`src/rtl/sid_pkg.sv`:
```
// Package for the signed integer divider: data width, derived bus widths,
// limit constants and the record carried down the division pipeline.
// No dependencies.
package sid_pkg;

	// Operand and quotient width.
	localparam int DATA_WIDTH = 32;

	// Stream bus widths, padded up to whole bytes.
	localparam int IN_TDATA_W  = ((2 * DATA_WIDTH + 7) / 8) * 8;
	localparam int OUT_TDATA_W = ((DATA_WIDTH + 7) / 8) * 8;

	// Largest positive quotient, used when the most negative value is divided by -1.
	localparam logic [DATA_WIDTH-1:0] INT_MAX = {1'b0, {(DATA_WIDTH - 1){1'b1}}};

	// One entry of the division pipeline.
	typedef struct packed {
		logic                  valid;
		logic                  neg;   // Quotient takes a minus sign.
		logic                  zero;  // Divisor was zero.
		logic [DATA_WIDTH-1:0] dm;    // Divisor magnitude.
		logic [DATA_WIDTH-1:0] rem;   // Partial remainder.
		logic [DATA_WIDTH-1:0] nq;    // Dividend bits still to use, quotient bits shifted in.
	} div_stage_t;

endpackage

```
`src/rtl/sid_div_step.sv`:
```
// One registered step of restoring division: produces one quotient bit.
// Depends on sid_pkg for the data width and the pipeline record.
module sid_div_step
	import sid_pkg::*;
(
	input  logic       clk,
	input  logic       arst_n,
	input  logic       ce,
	input  div_stage_t stage_in,
	output div_stage_t stage_out
);

	logic [DATA_WIDTH:0]   trial;
	logic [DATA_WIDTH:0]   diff;
	logic                  qbit;
	div_stage_t            step_next;
	div_stage_t            stage_s2;
	logic                  valid_s2;

	// Shift in the next dividend bit and try to subtract the divisor.
	always_comb begin
		trial = {stage_in.rem, stage_in.nq[DATA_WIDTH-1]};
		diff  = trial - {1'b0, stage_in.dm};
		qbit  = ~diff[DATA_WIDTH];
		step_next       = stage_in;
		step_next.rem   = qbit ? diff[DATA_WIDTH-1:0] : trial[DATA_WIDTH-1:0];
		step_next.nq    = {stage_in.nq[DATA_WIDTH-2:0], qbit};
	end

	// Valid bit of this step.
	always_ff @(posedge clk or negedge arst_n) begin
		if (!arst_n) begin
			valid_s2 <= 1'b0;
		end else if (ce) begin
			valid_s2 <= stage_in.valid;
		end
	end

	// Payload of this step.
	always_ff @(posedge clk) begin
		if (ce) begin
			stage_s2 <= step_next;
		end
	end

	always_comb begin
		stage_out       = stage_s2;
		stage_out.valid = valid_s2;
	end

endmodule

```
`src/rtl/signed_int_divider_core.sv`:
```
// Top level of the pipelined signed integer divider.
// Depends on sid_pkg and sid_div_step.
//
// Usage:
// Requests arrive on the s_axis channel: numerator in the low DATA_WIDTH bits of
// s_axis_tdata, denominator in the next DATA_WIDTH bits. Each request gives one
// response on the m_axis channel: the quotient, truncated toward zero, in
// m_axis_tdata and a divide-by-zero flag in m_axis_tuser (quotient 0 then).
// The most negative value divided by -1 gives the largest positive value.
// Each request passes through the stages in order: one stage takes the operand
// magnitudes, DATA_WIDTH stages each make one quotient bit with one subtract and
// compare, and the output stage applies the sign. One request is taken every
// cycle while the receiver keeps m_axis_tready high.
// The whole pipeline advances together; when the output holds a response the
// receiver has not taken, every stage holds and s_axis_tready drops, so nothing
// is lost or repeated. Reset clears all valid bits; no request is in flight
// afterwards and s_axis_tready is high.
module signed_int_divider_core
	import sid_pkg::*;
(
	input  logic                   clk,
	input  logic                   arst_n,
	input  logic                   s_axis_tvalid,
	output logic                   s_axis_tready,
	input  logic [IN_TDATA_W-1:0]  s_axis_tdata,  // numerator, denominator
	output logic                   m_axis_tvalid,
	input  logic                   m_axis_tready,
	output logic [OUT_TDATA_W-1:0] m_axis_tdata,  // quotient
	output logic                   m_axis_tuser   // zero_divisor
);

	logic                  ce;
	logic [DATA_WIDTH-1:0] num;
	logic [DATA_WIDTH-1:0] den;
	div_stage_t            mag_next;
	div_stage_t            mag_s1;
	logic                  valid_s1;
	div_stage_t            mag_view;
	div_stage_t            div_s2 [DATA_WIDTH];
	div_stage_t            last_s2;
	logic [DATA_WIDTH-1:0] quot_next;
	logic [DATA_WIDTH-1:0] quot_s3;
	logic                  zdiv_s3;
	logic                  valid_s3;

	// The pipeline moves whenever the output register is free or being emptied.
	assign ce            = ~valid_s3 | m_axis_tready;
	assign s_axis_tready = ce;

	assign num = s_axis_tdata[DATA_WIDTH-1:0];
	assign den = s_axis_tdata[2*DATA_WIDTH-1:DATA_WIDTH];

	// Stage 1: operand magnitudes, quotient sign and zero-divisor flag.
	always_comb begin
		mag_next.valid = s_axis_tvalid;
		mag_next.neg   = num[DATA_WIDTH-1] ^ den[DATA_WIDTH-1];
		mag_next.zero  = (den == '0);
		mag_next.dm    = den[DATA_WIDTH-1] ? (~den + 1'b1) : den;
		mag_next.rem   = '0;
		mag_next.nq    = num[DATA_WIDTH-1] ? (~num + 1'b1) : num;
	end

	always_ff @(posedge clk or negedge arst_n) begin
		if (!arst_n) begin
			valid_s1 <= 1'b0;
		end else if (ce) begin
			valid_s1 <= s_axis_tvalid;
		end
	end

	always_ff @(posedge clk) begin
		if (ce) begin
			mag_s1 <= mag_next;
		end
	end

	always_comb begin
		mag_view       = mag_s1;
		mag_view.valid = valid_s1;
	end

	// Stage 2: one restoring division step per register stage.
	for (genvar g = 0; g < DATA_WIDTH; g++) begin : g_step
		if (g == 0) begin : g_first
			sid_div_step u_step (
				.clk       (clk),
				.arst_n    (arst_n),
				.ce        (ce),
				.stage_in  (mag_view),
				.stage_out (div_s2[g])
			);
		end else begin : g_next
			sid_div_step u_step (
				.clk       (clk),
				.arst_n    (arst_n),
				.ce        (ce),
				.stage_in  (div_s2[g-1]),
				.stage_out (div_s2[g])
			);
		end
	end

	assign last_s2 = div_s2[DATA_WIDTH-1];

	// Stage 3: apply the sign, saturate the one overflowing case, force zero on a zero divisor.
	always_comb begin
		if (last_s2.zero) begin
			quot_next = '0;
		end else if (last_s2.neg) begin
			quot_next = ~last_s2.nq + 1'b1;
		end else if (last_s2.nq[DATA_WIDTH-1]) begin
			quot_next = INT_MAX;
		end else begin
			quot_next = last_s2.nq;
		end
	end

	always_ff @(posedge clk or negedge arst_n) begin
		if (!arst_n) begin
			valid_s3 <= 1'b0;
		end else if (ce) begin
			valid_s3 <= last_s2.valid;
		end
	end

	always_ff @(posedge clk) begin
		if (ce) begin
			quot_s3 <= quot_next;
			zdiv_s3 <= last_s2.zero;
		end
	end

	assign m_axis_tvalid = valid_s3;
	assign m_axis_tdata  = OUT_TDATA_W'(quot_s3);
	assign m_axis_tuser  = zdiv_s3;

endmodule

```
`config.mk`:
```
export PLATFORM = sky130hd
export DESIGN_NAME = signed_int_divider_core
export DESIGN_NICKNAME = d
export VERILOG_FILES = /design/src/rtl/sid_pkg.sv /design/src/rtl/sid_div_step.sv /design/src/rtl/signed_int_divider_core.sv
export SDC_FILE = /design/constraint.sdc
export NUM_CORES = 2
export LEC_CHECK = 0
export BUFFER_PORTS_ARGS = -buffer_cell sky130_fd_sc_hd__buf_2
export CAP_MARGIN = 0
export CORE_AREA = 2 2 803 405
export DETAILED_ROUTE_END_ITERATION = 8
export DIE_AREA = 0 0 805 407
export GPL_TIMING_DRIVEN = 0
export PLACE_DENSITY = 0.64
export SLEW_MARGIN = 10
export SYNTH_ARGS = -nofsm -noshare
export SYNTH_HDL_FRONTEND = slang
export SYNTH_SLANG_ARGS = --single-unit
```
`constraint.sdc`:
```
create_clock -name clk -period 84.5 [get_ports clk]
set_input_delay 8.45 -clock clk [delete_from_list [all_inputs] [get_ports clk]]
set_output_delay 8.45 -clock clk [all_outputs]
set_load 0.1 [all_outputs]
```
* Word level (Yosys, flattened, before mapping)
Index checks and enable logic that the tools add are counted.
** Operators by class
- Add/subtract/negate cells :: 35
- Mux-type cells :: 35
- Bitwise operators :: 38
- Reductions and logical operators :: 1
** Operators with widths (number)
- subtractor 33 x 32 -> 33 bit :: 31
- 2-to-1 mux 32 bit :: 31
- adder 32 x 1 -> 32 bit, second input constant :: 3
- inverter 32 bit :: 3
- 2-to-1 mux 31 bit :: 3
- inverter 1 bit :: 33
- subtractor 1 x 32 -> 33 bit :: 1
- zero test 32 bit :: 1
- 2-to-1 mux 1 bit :: 1
- OR 1 bit :: 1
- XOR 1 bit :: 1
** Storage, ports and cells
- Bits in registers :: 3205
- Output and inout bits :: 35
- Logic and storage cells :: 310

* Depth between registers and ports, before layout
- Word-level depth :: 3
- Gate-level depth with buffers :: 16
- Gate-level depth less buffers :: 14

* Modules after synthesis
From an unflattened synthesis, not the netlist that was laid out.
** Second synthesis, totals
- Cells, all modules :: 13513
- Area, all modules :: 175444.5 µm²
** By module, submodules not included
- sid_div_step (g_step[0].g_first.u_step ...) :: times used 13, cells each 406, area an instance 5345.1 µm², seq. area each 2967.8 µm²
- sid_div_step (g_step[24].g_next.u_step ...) :: times used 9, cells each 407, area an instance 5351.4 µm², seq. area each 2967.8 µm²
- sid_div_step (g_step[27].g_next.u_step ...) :: times used 7, cells each 406, area an instance 5175.0 µm², seq. area each 2967.8 µm²
- sid_div_step (g_step[11].g_next.u_step ...) :: times used 2, cells each 406, area an instance 5350.1 µm², seq. area each 2967.8 µm²
- signed_int_divider_core :: times used 1, cells each 512, area an instance 5659.2 µm², seq. area each 3022.9 µm²
- sid_div_step (g_step[10].g_next.u_step) :: times used 1, cells each 406, area an instance 5211.2 µm², seq. area each 2967.8 µm²

* Least setup slack after synthesis
No wires, ideal clock.
- Path kind :: input -> output
- From :: in m_axis_tready
- To :: out s_axis_tready
- Arrival time :: 70.180 ns
- Required time :: 76.050 ns
- Setup slack :: 5.870 ns
- Cell stages on the path :: 4
- Path buffers :: 2
- Cell sequence :: nor2b_1 > clkbuf_1 > buf_1 > inv_1
** On the way
- Word-level cells in the longest chain between the ends :: 1
** Ends and longest elaborated chain
- from (decl) :: RTL line signed_int_divider_core.sv:27 : input logic m_axis_tready,
- OR 1 bit :: RTL line signed_int_divider_core.sv:47 : assign ce = ~valid_s3 | m_axis_tready;
- to (decl) :: RTL line signed_int_divider_core.sv:24 : output logic s_axis_tready,
No other way between the ends.

* Worst setup path after layout
Same ends and word-level chain as after synthesis.

==> reports/qor.yml <==
setup_path:
  r2r_setup_slack_ps: 78800
  critPathKind: "primary input to output port"
  rr_endpoint: "g_step[29].g_next.u_step.stage_out[59]"
  arrival_ps: 13080
  crit_fanout: 128
  crit_path_cell_trace: "buf_2 > nor2b_1 > clkbuf_1 > buf_1 > inv_8 > buf_16 > buf_16 > buf_16 > buf_16 > buf_16 > buf_16 > buf_16 > buf_2"
  cp.required_ps: 76050
  worst_path_max_delay_cell: "buf_2"
  slowest_delay_ps: 540
  r2r-start: "g_step[28].g_next.u_step.stage_out[64]"
  critPathMostFrequentCell: "buf_16"
  crit_path_end_kind: "output port"
  r2r_cells: 14
  critPathLaunchType: "primary input"
logic_synthesis:
  ys_seq_elements: 3205
  ys_types: 92
  yosys_warnings: 0
  ys.flop_type: "edfxtp_1"
  synth-edff-count: 3171
  syn_avg_cell_area_um2: 12.87
  synthArstFlopShare_pct: 1.061
  synthCells: 12400
  synth_area_mm2: 0.1596
  yosysSeqAreaShare_pct: 60.19
drt:
  drc: 0
  vias: 93730
  ant_nets: 0
  routed_wl_um: 313600
  avgRoutedWirePerCell_um: 18.09
  drtIter0Drc: 5350
  drtPass1Iterations: 5
  drt-vias-per-instance: 5.408
global_route:
  use_met2_pct: 37.40
  grt_pass1_vias: 96880
  track_usage_pct: 19.04
  antenna_found_initial: 6
  grt-busiest-layer: "met2"
  grt_pass1_wl_um: 500300
  met3_usage_pct: 2.534
  met1_usage_pct: 19.66
  grt_max_degree: 136
  overflow: 0
placed_design:
  place.gp.congestion: 0.9203
  hpwl_um: 236400
  dp.cells: 16790
  portBuffers: 101
  place_worst_setup_slack_ps: 62680
cts:
  clock_sinks: 3205
  postCtsHoldBufs: 0
  tritoncts: "yes"
  clk_pin_slew_worst_paths_ps: 60
  cts-root-buf: "clkbuf_16"
  clk_path_buf_depth: 4
  cts_made_buffers: 308
  cts_setup_buffers: 0
  htree_num_levels: 5
  clk_latency_ps: 910
  cts_resized: 0
sta:
  drv_slew: 0
  fin_tns_setup_ps: 0
  setup_slack_ps: 62970
  hold_violations: 0
  finalCritPeriodShare_pct: 25.48
  setup_viol: 0
  tightest_slew_ps: 1328
  fmaxAchievable_mhz: 46.44
  slew-limit-headroom_pct: 9.169
  skew_ps: 49.79
  rsz0062_at_grt: "false"
  post-route-min-period_ps: 21530
status:
  outcome: "finished clean"
hold_path:
  holdPathStages: 0
  min_from: "g_step[23].g_next.u_step.stage_out[25]"
  min_path_type: "register to register"
  whs_endpoint: "g_step[24].g_next.u_step.stage_out[26]"
cells_and_area:
  final_common_cell: "edfxtp_1"
  nets: 13950
  drive_gt1_share_pct: 10.50
  fin_cells: 17330
  syn_to_final_growth_pct: 10.28
  final_cell_mix: "3171 x edfxtp_1, 1222 x inv_1, 996 x ha_1"
floorplan:
  core_area_mm2: 0.3200
  die_x_um: 805
  die_h_um: 407
  ios: 103
  initial_core_util_pct: 49.88
  die-area_mm2: 0.3276
  rows: 147
run:
  maxCapViolCount: 0
[cells in the mapped netlist, types with 30 or more instances]
master    instances  area [µm²]
a211oi_1         62       465.5
a21boi_0         30       225.2
a21o_1          410        3078
a21oi_1         801        4009
a31oi_1         129       807.0
and3_1           74       462.9
buf_2            39       195.2
clkbuf_1        184       690.7
dfrtp_1          34       850.8
edfxtp_1       3171       95220
fa_1             30       600.6
ha_1            996       12460
inv_1          1223        4591
mux2_2          644        7252
mux2i_1          54       540.5
nand2_1         751        2819
nand2b_1        111       694.4
nand3_1         155       775.7
nand4_1          88       550.5
nor2_1          515        1933
nor2b_1         130       813.3
nor3_1          115       575.6
nor4_1           40       250.2
o211ai_1         43       322.8
o21a_1          155        1164
o21ai_0         683        3418
o21bai_1         91       683.2
o31a_1           42       367.9
o31ai_1         101       758.2
or3_1            57       356.6
xnor2_1         599        5246
xor2_1          281        2461
[how the worst max path moves through the flow]
stage / startpoint / endpoint / slack [ps] / cells past startpoint
3_5_place_dp: m_axis_tready / s_axis_tready / 62680 / 13
3_3_place_gp: m_axis_tready / s_axis_tready / -22920 / 6
5_1_grt: m_axis_tready / s_axis_tready / 62310 / 13
4_1_cts: m_axis_tready / s_axis_tready / 62660 / 13
2_1_floorplan: m_axis_tready / s_axis_tready / 5870 / 4
6_report: m_axis_tready / s_axis_tready / 62970 / 13
[state kept, by name, indices dropped and copies added, names as in the netlist]
| name | cells |
|---|---|
| g_step.g_next.u_step.stage_out | 2974 |
| m_axis_tdata | 32 |
| mag_s1 | 66 |
| m_axis_tvalid | 1 |
| g_step.g_next.u_step.valid_s2 | 31 |
| valid_s1 | 1 |
| m_axis_tuser | 1 |
| g_step.g_first.u_step.stage_out | 98 |
| g_step.g_first.u_step.valid_s2 | 1 |
[layer usage]
layer  part of all wire, %  vias to the layer above  routed length [µm]
li1                      -                    46910                   -
met1                    37                    44520              117200
met2                    54                     1493              168900
met3                   3.1                      798                9631
met4                   5.7                        0               17880
met5                     0                        -                   0
[metrics by stage]
| stage | hold slack (ps) | cell area (µm²) | utilization, % |
|---|---|---|---|
| floorplan | 400.3 | 159700 | - |
| finish | 398.9 | 176000 | 55.01 |
| detailed placement | 404.5 | 166400 | 51.98 |
| global placement | 400.3 | 165500 | 51.71 |
| CTS | 402.5 | 176000 | 55.00 |
| global route | 403.0 | 176000 | 55.01 |
[area by class of cell]
cell class              count  area [µm²]
fillers                 26180      144000
flip-flops and latches   3205       96070
multi-input cells        7729       57960
clock buffers             351        7954
well taps                4246        5313
inverters                1223        4598
clock inverters           183        1714
repair buffers            130        1304
plain buffers             259        1111
diodes                      6       15.01
[logic make-up after synthesis]
logic type	after synthesis	share of synthesized area [%]
AO/OA/AOI/OAI	2905	11.59
AND/OR/NAND/NOR	2169	6.420
buffers and inverters	1482	3.572
flip-flops	3205	60.19
multiplexers	727	5.150
other	1	0.002349
adder cells (fa/ha/maj)	1026	8.183
XOR/XNOR	887	4.900
[critical path: cells and delay by family]
kind	cells	cell delay, ps
buf+inv	12	4370
simple gates	1	40
Power is left out: the tool's default activity adds up to more than one toggle a clock period on the data nets, which glitch-free logic cannot reach.
